===== src/rtl/core/token_record_extractor_defines.svh =====
// ----------------------------------------------------------------------------
// token record extractor assertion macros
// shared concurrent check forms, clocked on clk and quiet during rst
// ----------------------------------------------------------------------------
`ifndef TOKEN_RECORD_EXTRACTOR_DEFINES_SVH
`define TOKEN_RECORD_EXTRACTOR_DEFINES_SVH

// same-cycle implication
`define TRE_ASSERT_IMPL(name, ante, cons, msg) \
  name: assert property (@(posedge clk) disable iff (rst) (ante) |-> (cons)) \
    else $error(msg);

// next-cycle implication
`define TRE_ASSERT_NEXT(name, ante, cons, msg) \
  name: assert property (@(posedge clk) disable iff (rst) (ante) |=> (cons)) \
    else $error(msg);

`endif


===== src/rtl/core/tre_pkg.sv =====
// ----------------------------------------------------------------------------
// tre_pkg
// types and constants of the token record extractor
// ----------------------------------------------------------------------------
package tre_pkg;

  typedef enum logic [1:0] {
    PH_SEARCH,
    PH_RECORD,
    PH_VALUE
  } tre_phase_t;

  localparam logic [1:0] KIND_KEY    = 2'd0;
  localparam logic [1:0] KIND_VALUE  = 2'd1;
  localparam logic [1:0] KIND_MARKER = 2'd2;

  localparam logic [2:0] MARKER_LEN  = 3'd5;
  localparam int         LEN_LO_POS  = 8;
  localparam int         LEN_HI_POS  = 9;
  localparam logic [7:0] CHAR_T      = 8'h54;

  typedef struct packed {
    logic [7:0] data;
    logic [1:0] kind;
    logic       incomplete;
  } tre_res_t;

  // results caused by one input byte
  typedef struct packed {
    logic     two;
    tre_res_t r0;
    tre_res_t r1;
  } tre_entry_t;

  function automatic logic [7:0] marker_byte(input logic [2:0] idx);
    logic [7:0] b;
    case (idx)
      3'd0:    b = 8'h54;  // T
      3'd1:    b = 8'h4f;  // O
      3'd2:    b = 8'h4b;  // K
      3'd3:    b = 8'h4e;  // N
      default: b = 8'h01;
    endcase
    return b;
  endfunction

endpackage


===== src/rtl/core/tre_ifs.sv =====
// ----------------------------------------------------------------------------
// tre stream interfaces
// byte input channel and result output channel, valid/ready handshake
// ----------------------------------------------------------------------------
interface tre_in_if;
  logic       valid;
  logic       ready;
  logic [7:0] in_byte;
  logic       end_of_buffer;

  modport source (output valid, output in_byte, output end_of_buffer, input ready);
  modport sink (input valid, input in_byte, input end_of_buffer, output ready);
endinterface

interface tre_out_if;
  logic       valid;
  logic       ready;
  logic [7:0] out_byte;
  logic [1:0] kind;
  logic       incomplete;
  logic       last;

  modport source (output valid, output out_byte, output kind, output incomplete,
                  output last, input ready);
  modport sink (input valid, input out_byte, input kind, input incomplete,
                input last, output ready);
endinterface


===== src/rtl/core/token_record_extractor.sv =====
// ----------------------------------------------------------------------------
// token_record_extractor
// scans a token store for TOKN records and streams out key and value text
// ----------------------------------------------------------------------------
// One byte is taken per clock cycle; its state update is done in the same
// cycle and its one or two result words go into a two-entry result queue, so
// the input keeps flowing while the output side stalls. A byte that yields
// two words (a character plus a record marker) holds the output port until
// both are taken; input stops only when the queue holds two bytes' worth of results.
module token_record_extractor
  import tre_pkg::*;
#(
  parameter int KEY_START = 20,
  parameter int KEY_LEN   = 16
) (
  input  logic  clk,
  input  logic  rst,
  tre_in_if.sink    tokens,
  tre_out_if.source records
);

`include "token_record_extractor_defines.svh"

  localparam int POS_W = $clog2(KEY_START + KEY_LEN);
  localparam logic [POS_W-1:0] KEY_FIRST = POS_W'(KEY_START);
  localparam logic [POS_W-1:0] KEY_LAST  = POS_W'(KEY_START + KEY_LEN - 1);
  localparam logic [POS_W-1:0] POS_LO    = POS_W'(LEN_LO_POS);
  localparam logic [POS_W-1:0] POS_HI    = POS_W'(LEN_HI_POS);
  localparam logic [POS_W-1:0] POS_BODY  = POS_W'(MARKER_LEN);

  // scan state
  tre_phase_t       phase, phase_next;
  logic [2:0]       marker_progress, marker_progress_next;
  logic [POS_W-1:0] record_position, record_position_next;
  logic [15:0]      value_length, value_length_next;
  logic [15:0]      value_remaining, value_remaining_next;
  logic             key_terminated, key_terminated_next;
  logic             value_terminated, value_terminated_next;

  // per-byte events
  logic       char_emit;
  logic [1:0] char_kind;
  logic       done_hit;
  logic       open_at_end;
  tre_entry_t new_entry;
  logic       new_any;

  // result queue
  tre_entry_t entries [2];
  logic       wr_ptr, rd_ptr, sub;
  logic [1:0] cnt;
  tre_entry_t head;
  tre_res_t   cur;
  logic       accept, push, pop, out_last;

  assign tokens.ready = (cnt != 2'd2);
  assign accept       = tokens.valid && tokens.ready;

  // next-state logic
  always_comb begin
    logic [7:0]  b;
    logic [2:0]  mp;
    logic [15:0] vrem_dec;
    b        = tokens.in_byte;
    mp       = (marker_progress > 3'd4) ? 3'd0 : marker_progress;
    vrem_dec = value_remaining - 16'd1;

    phase_next            = phase;
    marker_progress_next  = marker_progress;
    record_position_next  = record_position;
    value_length_next     = value_length;
    value_remaining_next  = value_remaining;
    key_terminated_next   = key_terminated;
    value_terminated_next = value_terminated;
    char_emit             = 1'b0;
    char_kind             = KIND_KEY;
    done_hit              = 1'b0;

    unique case (phase)
      PH_SEARCH: begin
        if (b == marker_byte(mp)) begin
          marker_progress_next = mp + 3'd1;
        end else begin
          marker_progress_next = (b == CHAR_T) ? 3'd1 : 3'd0;
        end
        if (marker_progress_next == MARKER_LEN) begin
          marker_progress_next  = 3'd0;
          phase_next            = PH_RECORD;
          record_position_next  = POS_BODY;
          value_length_next     = 16'd0;
          value_remaining_next  = 16'd0;
          key_terminated_next   = 1'b0;
          value_terminated_next = 1'b0;
        end
      end
      PH_VALUE: begin
        if (!value_terminated) begin
          if (b == 8'd0) begin
            value_terminated_next = 1'b1;
          end else begin
            char_emit = 1'b1;
            char_kind = KIND_VALUE;
          end
        end
        value_remaining_next = vrem_dec;
        if (vrem_dec == 16'd0) begin
          done_hit   = 1'b1;
          phase_next = PH_SEARCH;
        end
      end
      PH_RECORD: begin
        if (record_position == POS_LO) begin
          value_length_next = {value_length[15:8], b};
        end else if (record_position == POS_HI) begin
          value_length_next = {b, value_length[7:0]};
        end
        if (record_position >= KEY_FIRST && record_position <= KEY_LAST
            && !key_terminated) begin
          if (b == 8'd0) begin
            key_terminated_next = 1'b1;
          end else begin
            char_emit = 1'b1;
            char_kind = KIND_KEY;
          end
        end
        if (record_position >= KEY_LAST) begin
          if (value_length_next == 16'd0) begin
            done_hit   = 1'b1;
            phase_next = PH_SEARCH;
          end else begin
            phase_next           = PH_VALUE;
            value_remaining_next = value_length_next;
          end
        end else begin
          record_position_next = record_position + 1'b1;
        end
      end
      default: begin
        phase_next = PH_SEARCH;
      end
    endcase

    open_at_end = tokens.end_of_buffer && (phase_next != PH_SEARCH);

    // end of buffer drops everything back to the idle search
    if (tokens.end_of_buffer) begin
      phase_next            = PH_SEARCH;
      marker_progress_next  = 3'd0;
      record_position_next  = '0;
      value_length_next     = 16'd0;
      value_remaining_next  = 16'd0;
      key_terminated_next   = 1'b0;
      value_terminated_next = 1'b0;
    end
  end

  // result words for this byte
  always_comb begin
    tre_res_t ch, mk;
    logic     mk_valid;
    ch.data       = tokens.in_byte;
    ch.kind       = char_kind;
    ch.incomplete = 1'b0;
    mk.data       = 8'd0;
    mk.kind       = KIND_MARKER;
    mk.incomplete = open_at_end;
    mk_valid      = done_hit || open_at_end;

    new_any = char_emit || mk_valid;
    if (char_emit) begin
      new_entry.two = mk_valid;
      new_entry.r0  = ch;
      new_entry.r1  = mk;
    end else begin
      new_entry.two = 1'b0;
      new_entry.r0  = mk;
      new_entry.r1  = mk;
    end
  end

  always_ff @(posedge clk) begin
    if (rst) begin
      phase            <= PH_SEARCH;
      marker_progress  <= 3'd0;
      record_position  <= '0;
      value_length     <= 16'd0;
      value_remaining  <= 16'd0;
      key_terminated   <= 1'b0;
      value_terminated <= 1'b0;
    end else if (accept) begin
      phase            <= phase_next;
      marker_progress  <= marker_progress_next;
      record_position  <= record_position_next;
      value_length     <= value_length_next;
      value_remaining  <= value_remaining_next;
      key_terminated   <= key_terminated_next;
      value_terminated <= value_terminated_next;
    end
  end

  // output side
  assign head     = entries[rd_ptr];
  assign cur      = sub ? head.r1 : head.r0;
  assign out_last = sub || !head.two;

  assign records.valid      = (cnt != 2'd0);
  assign records.out_byte   = cur.data;
  assign records.kind       = cur.kind;
  assign records.incomplete = cur.incomplete;
  assign records.last       = out_last;

  assign push = accept && new_any;
  assign pop  = records.valid && records.ready && out_last;

  always_ff @(posedge clk) begin
    if (push) begin
      entries[wr_ptr] <= new_entry;
    end
  end

  always_ff @(posedge clk) begin
    if (rst) begin
      wr_ptr <= 1'b0;
      rd_ptr <= 1'b0;
      sub    <= 1'b0;
      cnt    <= 2'd0;
    end else begin
      if (push) begin
        wr_ptr <= ~wr_ptr;
      end
      if (pop) begin
        rd_ptr <= ~rd_ptr;
      end
      if (records.valid && records.ready) begin
        sub <= !out_last;
      end
      cnt <= cnt + {1'b0, push} - {1'b0, pop};
    end
  end

  `TRE_ASSERT_IMPL(a_queue_bound, 1'b1, cnt <= 2'd2, "result queue overfilled")
  `TRE_ASSERT_IMPL(a_marker_zero, records.valid && records.kind == KIND_MARKER,
    records.out_byte == 8'd0, "marker word carries a character")
  `TRE_ASSERT_IMPL(a_incomplete_marker, records.valid && records.incomplete,
    records.kind == KIND_MARKER && records.last, "incomplete flag off a final marker")
  `TRE_ASSERT_IMPL(a_value_left, phase == PH_VALUE, value_remaining != 16'd0,
    "value phase with nothing left")
  `TRE_ASSERT_NEXT(a_eob_reset, accept && tokens.end_of_buffer,
    phase == PH_SEARCH && marker_progress == 3'd0, "scan state kept past buffer end")

endmodule

===== src/flat_wrapper.sv =====
// flat-port wrapper written by rule: the top's interface ports become plain ports
module token_record_extractor_flat import tre_pkg::*;
#(
  parameter int KEY_START = 20,
  parameter int KEY_LEN   = 16
)
  (clk, rst, tokens_valid, tokens_in_byte, tokens_end_of_buffer, tokens_ready, records_valid, records_out_byte, records_kind, records_incomplete, records_last, records_ready);
  tre_in_if tokens_i ();
  tre_out_if records_i ();
  input  logic clk;
  input  logic rst;
  input wire logic [$bits(tokens_i.valid)-1:0] tokens_valid;
  input wire logic [$bits(tokens_i.in_byte)-1:0] tokens_in_byte;
  input wire logic [$bits(tokens_i.end_of_buffer)-1:0] tokens_end_of_buffer;
  output wire logic [$bits(tokens_i.ready)-1:0] tokens_ready;
  output wire logic [$bits(records_i.valid)-1:0] records_valid;
  output wire logic [$bits(records_i.out_byte)-1:0] records_out_byte;
  output wire logic [$bits(records_i.kind)-1:0] records_kind;
  output wire logic [$bits(records_i.incomplete)-1:0] records_incomplete;
  output wire logic [$bits(records_i.last)-1:0] records_last;
  input wire logic [$bits(records_i.ready)-1:0] records_ready;
  assign tokens_i.valid = tokens_valid;
  assign tokens_i.in_byte = tokens_in_byte;
  assign tokens_i.end_of_buffer = tokens_end_of_buffer;
  assign tokens_ready = tokens_i.ready;
  assign records_valid = records_i.valid;
  assign records_out_byte = records_i.out_byte;
  assign records_kind = records_i.kind;
  assign records_incomplete = records_i.incomplete;
  assign records_last = records_i.last;
  assign records_i.ready = records_ready;
  token_record_extractor #(.KEY_START(KEY_START), .KEY_LEN(KEY_LEN)) u_core (.clk(clk), .rst(rst), .tokens(tokens_i), .records(records_i));
endmodule

===== config.mk =====
export PLATFORM = sky130hd
export DESIGN_NAME = token_record_extractor_flat
export DESIGN_NICKNAME = d
export VERILOG_FILES = /design/src/rtl/core/tre_pkg.sv /design/src/rtl/core/tre_ifs.sv /design/src/rtl/core/token_record_extractor.sv /design/src/flat_wrapper.sv
export VERILOG_INCLUDE_DIRS = /design/src /design/src/rtl/core
export SDC_FILE = /design/constraint.sdc
export NUM_CORES = 1
export LEC_CHECK = 0
export BUFFER_PORTS_ARGS = -buffer_cell sky130_fd_sc_hd__buf_2
export CAP_MARGIN = 40
export CORE_MARGIN = 2
export CORE_UTILIZATION = 60
export CTS_BUF_LIST = sky130_fd_sc_hd__clkbuf_4
export DETAILED_ROUTE_END_ITERATION = 6
export PLACE_DENSITY = 0.79
export SLEW_MARGIN = 10
export SYNTH_ARGS = -nofsm -noshare
export SYNTH_HDL_FRONTEND = slang
export SYNTH_SLANG_ARGS = --single-unit

===== constraint.sdc =====
create_clock -name clk -period 7.3 [get_ports clk]
set_input_delay 0.73 -clock clk [delete_from_list [all_inputs] [get_ports clk]]
set_output_delay 0.73 -clock clk [all_outputs]
set_load 0.1 [all_outputs]

**Word level (Yosys, flattened, before mapping)**

Memories as Yosys holds them, arrays and structs flattened. A register that Yosys moved wholly into a read port is not among the register bits.
Index checks and enable logic that the tools add are counted.

- $add $sub $neg: 5
- Magnitude comparators: 4
- Eq/ne operators: 17
- Multiplexer cells: 55
- Bitwise gates (word level): 2
- Reductions and logical operators: 30

Operator list:

| kind | count |
|---|---|
| $mux 16 | 8 |
| $pmux 16 s3 | 1 |
| $logic_not 16->1 | 2 |
| $pmux 16 s2 | 1 |
| $pmux 7 s4 | 1 |
| $mux 23 | 1 |
| $mux 1 | 19 |
| $mux 3 | 6 |
| $mux 6 | 3 |
| $sub 16x1->16 const B | 1 |
| $mux 2 | 7 |
| $eq 6x4->1 const B | 2 |
| $ne 3x2->1 const B | 4 |
| $pmux 6 s2 | 1 |
| $mux 11 | 1 |
| $reduce_and 5->1 | 2 |
| $eq 8x7->1 const B | 1 |
| $eq 8x8->1 | 1 |
| $logic_not 8->1 | 1 |
| $mux 8 | 1 |
| $pmux 1 s2 | 4 |
| $logic_and 1x1->1 | 7 |
| $add 6x1->6 const B | 1 |
| $eq 3x2->1 const B | 2 |
| 25 further kinds | 35 |

- Bits in registers: 50
- RAM bits: 46
- Bits of input ports: 13
- Output and inout bits: 14
- Logic and storage cells: 125
- Memories kept: 1

Memory list:

| memory | depth | bits a word | rd ports | clocked after Yosys merged registers in | write ports | RTL line | source |
|---|---|---|---|---|---|---|---|
| u_core.entries | 2 | 23 | 1 | 1 | 1 | token_record_extractor.sv:49 | `tre_entry_t entries [2];` |

**Logic depth before layout (Yosys ltp)**

- Depth after elaboration: 18
- Mapped depth: 16

**Least setup slack after synthesis**

OpenSTA, ideal clock, no wires.

- Path kind: register -> register
- From: register u_core.value_remaining[0]
- To: memory u_core.entries[0][0] (netlist bit) (enable)
- Library setup time: 0.404 ns
- Arrival: 3.500 ns
- Path slack: 3.396 ns
- Stages on the path, launching flop included: 13
- Path buffers: 2
- Clock period less this slack: 3.904 ns
- Path through: dfxtp_1 buf_2 inv_1 ha_1 buf_2 or4b_1 nor3_1 a221o_1 o41ai_4 a221oi_2 o31a_1 nor2_1 a211oi_1

- Cells in the longest elaborated chain, start to end: 11

RTL lines:

| item | RTL line | source |
|---|---|---|
| start, declared | token_record_extractor.sv:36 | `logic [15:0] value_remaining, value_remaining_next;` |
| start signal, assigned | token_record_extractor.sv:195 | `value_remaining <= value_remaining_next;` |
| $sub 16x1->16 (*) | token_record_extractor.sv:66 | `vrem_dec = value_remaining - 16'd1;` |
| $logic_not 16->1 (*) | token_record_extractor.sv:106 | `if (vrem_dec == 16'd0) begin` |
| $mux 2 | token_record_extractor.sv:106 |  |
| $pmux 2 s3 | token_record_extractor.sv:79 | `unique case (phase)` |
| $reduce_bool 2->1 | token_record_extractor.sv:143 | `open_at_end = tokens.end_of_buffer && (phase_next != PH_SEARCH);` |
| $logic_and 1x1->1 | token_record_extractor.sv:143 |  |
| $logic_or 1x1->1 (*) | token_record_extractor.sv:167 | `mk_valid = done_hit \|\| open_at_end;` |
| $logic_or 1x1->1 (*) | token_record_extractor.sv:169 | `new_any = char_emit \|\| mk_valid;` |
| $logic_and 1x1->1 (*) | token_record_extractor.sv:212 | `assign push = accept && new_any;` |
| $mux 1 (*) | token_record_extractor.sv:216 | `if (push) begin` |
| $mux 1 (not written as such) (*) | token_record_extractor.sv:217 | `entries[wr_ptr] <= new_entry;` |
| end, declared | token_record_extractor.sv:49 |  |

Every way passes the cells marked *; elsewhere a longest branch is shown, timed or not.

**Final worst setup path**

- From: register u_core.value_remaining[0]
- To: register u_core.cnt[1]

- Cells in the longest elaborated chain, start to end: 11

RTL lines:

| item | RTL line | source |
|---|---|---|
| $sub 16x1->16 (*) | token_record_extractor.sv:66 |  |
| $logic_not 16->1 (*) | token_record_extractor.sv:106 |  |
| $mux 2 | token_record_extractor.sv:106 |  |
| $pmux 2 s3 | token_record_extractor.sv:79 |  |
| $reduce_bool 2->1 | token_record_extractor.sv:143 |  |
| $logic_and 1x1->1 | token_record_extractor.sv:143 |  |
| $logic_or 1x1->1 (*) | token_record_extractor.sv:167 |  |
| $logic_or 1x1->1 (*) | token_record_extractor.sv:169 |  |
| $logic_and 1x1->1 (*) | token_record_extractor.sv:212 |  |
| $add 2x1->2 (*) | token_record_extractor.sv:237 | `cnt <= cnt + {1'b0, push} - {1'b0, pop};` |
| $sub 2x1->2 (*) | token_record_extractor.sv:237 |  |
| end signal, assigned | token_record_extractor.sv:237 |  |
| end, declared | token_record_extractor.sv:51 | `logic [1:0] cnt;` |

Marked as above.
A chain may end at the register's enable or synchronous reset.

==> run summary <==
Power
• 0.000772 W — Final Power
• 1.79 nW — Leak Pwr
• 152 nW/um^2 — Power Density
• 0.107 mV — maximum resistive drop on vdd

Synthesis
• 0 — synthesis warning total
• 8.86 sq um — syn avg cell area
• sky130_fd_sc_hd__dfxtp_1 — prevailing post-synth register cell
• 37.9% — sequential-to-total area share from yosys stat
• 68 — distinct cell type count after synthesis
• 23.5% — simple-gate area share of the yosys netlist
• 6.58% — mux share of post-synthesis cell area
• 566 — total nets after synthesis
• 21.5% — proportion of netlist area held by the largest area contributor
• 0% — fraction of registers with async set or reset after synthesis
• sky130_fd_sc_hd__dfxtp_1 — leading area contributor after synthesis
• 4760 sq um — Synth Cell Area
• sky130_fd_sc_hd__dfxtp_1, sky130_fd_sc_hd__edfxtp_1, sky130_fd_sc_hd__nor2_1 — top post-synthesis cells by area
• 77 — number of storage elements in the synthesis netlist
• simple AND/OR/NAND/NOR gates — dominant combinational cell family by area after synthesis
• 1.84% — post-synthesis xor/xnor area fraction
• 4.21% — Adder-Cell Fraction of Synth Area
• 26 — count of flip-flops with a built-in enable after synthesis
• 20.6% — area fraction in compound gates after synthesis
• 537 — number of instances in the synthesized netlist

GRT
• 46 — maximum number of pins on one net before global-route repair
• 19.2 mm — wire length of the first global-routing pass
• 0 — antenna violations before repair
• 27.9% — Total GRT Usage
• 0 — GRT overflow
• 3938 — vias in the first global route

Floorplan
• 8650 sq um — area of the die
• 93.0 microns — height of the die
• 61.9% — starting density of the core
• 32 — number of placement rows
• 7690 sq um — floorplan core area
• 27 — number of top-level pins
• 93.0 microns — horizontal die dimension

Setup path
• reg -> reg — critical path type
• compound AO/OA/AOI/OAI gates — delay-heaviest family, CP
• 4.25 ns — Arrival @ worst endpoint
• register — CP Capture Type
• 7.63 ns — Req. time, crit path
• sky130_fd_sc_hd__dfxtp_1 — Slowest-stage cell, CP
• inv_1 > ha_1 > or4b_1 > nor4_1 > o32ai_1 > o41ai_4 > a221oi_2 > o31a_1 > nor2_1 > a21oi_1 > ha_1 > xor2_1 > xnor2_1 > nor2_1 — worst path cell trace
• 10 — highest net fanout along the worst path
• 1 — buffering stage count on the worst path with inverters included
• 0.57 ns — delay of the slowest critical-path stage
• register — type of element launching the critical path

Min path
• reg -> reg — Tightest Hold Check Type

Clocking
• 0 — number of buffers inserted by post-CTS setup repair
• 0.13 ns — clock-pin slew on the worst setup and hold paths
• 0 — Gates resized, CTS repair
• 77 — clock sink count
• 0 — hold buffer count at CTS
• sky130_fd_sc_hd__clkbuf_4 — library cell used as clock root buffer
• 3 — number of H-tree branching levels
• 2 — maximum clock insertion buffer count
• 9 — CTS buffer count
• built — CTS tree
• 0.42 ns — worst-skew pair later-pin latency

Final layout
• 0 — count of inserted antenna diode cells
• sky130_fd_sc_hd__nor2_1, sky130_fd_sc_hd__dfxtp_1, sky130_fd_sc_hd__a21oi_1 — commonest non-fill, non-tap cells in the layout
• 14.3% — share of post-route cells with drive strength above 1
• 66.1% — final cell utilization of the core
• 6.87% — area added between synthesis and finish
• 667 — number of fill cells
• 569 — final net count
• sky130_fd_sc_hd__nor2_1 — leading cell type in the layout, fill and taps excluded

STA
• 3.93 ns — final worst path period need
• 255 MHz — top achievable clock speed
• 0.953 ns — measured slew at the worst slew-check pin
• 3.37 ns — PnR worst setup slack
• 36.4% — tightest slew margin relative to the limit
• 0.0147 ns — Layout Skew
• 53.8% — final period utilization
• 0 ns — final setup TNS
• 0 — number of setup violations in the final report
• 0 — final hold viol count
• 0 — final slew viol count
• false — setup repair after global routing missed its margin

Routing
• 11.3 mm — final wirelength
• 17.5 microns — average routed wire per standard cell
• 6.40 — via/cell ratio
• 6 — DR pass1 iterations
• 0 — DRC violations left
• 4140 — vias after detailed routing
• 0 — remaining antenna violation count
• 298 — number of DRC markers in iteration 0

Placed design
• 0.921 — final estimated routing congestion in global placement
• 26 — number of port buffers
• 3.40 ns — worst setup slack after placement
• 8.02 mm — HPWL Detailed

Outcome
• finished clean — run status

Flow run
• 0 — Max Cap Violations

sequential cells by signal, summed over array words and instances (netlist names), named ones only:
name and cells:
u_core.sub 1, u_core.marker_progress 3, u_core.cnt 2, u_core.record_position 6, u_core.key_terminated 1, u_core.value_length 16
u_core.wr_ptr 1, u_core.phase 2, u_core.entries 26, u_core.value_remaining 16, u_core.rd_ptr 1, u_core.value_terminated 1
per-layer routing:
layer	global-route usage [%]	share of wire, %	vias up	wire length (microns)
met1	38.5	44	1965	5010
met3	5.00	7.0	28	786
met5	0	0	-	0
met4	10.5	2.4	0	271
met2	43.9	46	168	5230
li1	-	-	1979	-
cell usage after synthesis (3+ instances only):
master,number
sky130_fd_sc_hd__mux2_2,16
sky130_fd_sc_hd__nor2_1,62
sky130_fd_sc_hd__or4_1,3
sky130_fd_sc_hd__and2_1,9
sky130_fd_sc_hd__o21ai_1,9
sky130_fd_sc_hd__nor2b_1,10
sky130_fd_sc_hd__nand3_1,6
sky130_fd_sc_hd__nand2_1,36
sky130_fd_sc_hd__o211ai_1,5
sky130_fd_sc_hd__o31a_1,3
sky130_fd_sc_hd__xor2_1,5
sky130_fd_sc_hd__o21ai_0,6
sky130_fd_sc_hd__o21a_1,5
sky130_fd_sc_hd__or3_1,15
sky130_fd_sc_hd__xnor2_1,5
sky130_fd_sc_hd__a211oi_1,4
sky130_fd_sc_hd__nand4_1,9
sky130_fd_sc_hd__a211o_1,6
sky130_fd_sc_hd__ha_1,16
sky130_fd_sc_hd__inv_1,21
sky130_fd_sc_hd__mux2i_1,11
sky130_fd_sc_hd__a22oi_1,28
sky130_fd_sc_hd__edfxtp_1,26
sky130_fd_sc_hd__nand2b_1,4
sky130_fd_sc_hd__dfxtp_1,51
sky130_fd_sc_hd__nor4_1,9
sky130_fd_sc_hd__a21oi_1,41
sky130_fd_sc_hd__nor3_1,23
sky130_fd_sc_hd__and3_1,8
sky130_fd_sc_hd__buf_2,8
sky130_fd_sc_hd__clkbuf_1,28
area by class of cell:
| class | instances | area (sq um) | area share [%] |
|---|---|---|---|
| repair buffers | 32 | 203 | 3.99 |
| clock inverters | 7 | 97.6 | 1.92 |
| inverters | 21 | 78.8 | 1.55 |
| multi-input cells | 399 | 2710 | 53.2 |
| well taps | 102 | 128 | 2.51 |
| flip-flops and latches | 77 | 1800 | 35.5 |
| clock buffers | 9 | 67.6 | 1.33 |
worst paths after layout:
kind	start	to	slack, ns	cells past startpoint
max	u_core.value_remaining[0]$_SDFFE_PP0P_	u_core.cnt[1]$_SDFF_PP0_	3.37	14
min	u_core.record_position[1]$_SDFFE_PP0P_	u_core.record_position[1]$_SDFFE_PP0P_	0.50	2
max reg2reg	u_core.value_remaining[0]$_SDFFE_PP0P_	u_core.cnt[1]$_SDFF_PP0_	3.37	14
min reg2reg	u_core.record_position[1]$_SDFFE_PP0P_	u_core.record_position[1]$_SDFFE_PP0P_	0.50	2
through the flow:
step | hold slack, ns | instance area (sq um) | instances
CTS | 0.502 | 5080 | 647
detailed placement | 0.483 | 4920 | 631
global route | 0.530 | 5080 | 647
global placement | 0.481 | 4850 | 626
finish | 0.500 | 5080 | 647
floorplan | 0.457 | 4760 | 537
worst min-delay path: stages, from the launching register on:
cell and delay, ns:
sky130_fd_sc_hd__dfxtp_1 0.36, sky130_fd_sc_hd__nand2_1 0.06, sky130_fd_sc_hd__a21oi_1 0.05
cell families after synthesis:
logic type,Yosys count
AND/OR/NAND/NOR,209
AO/OA/AOI/OAI,136
flip-flops,77
buffers and inverters,61
multiplexers,28
adder cells (fa/ha/maj),16
XOR/XNOR,10
where the power goes:
| part | internal [W] | switching (W) | total (W) |
|---|---|---|---|
| Clock | 0.000140 | 0.000156 | 0.000296 |
| Combinational | 0.00000887 | 0.0000263 | 0.0000352 |
| Sequential | 0.000440 | 0.00000133 | 0.000442 |
Power figures use the tool's default switching activity.
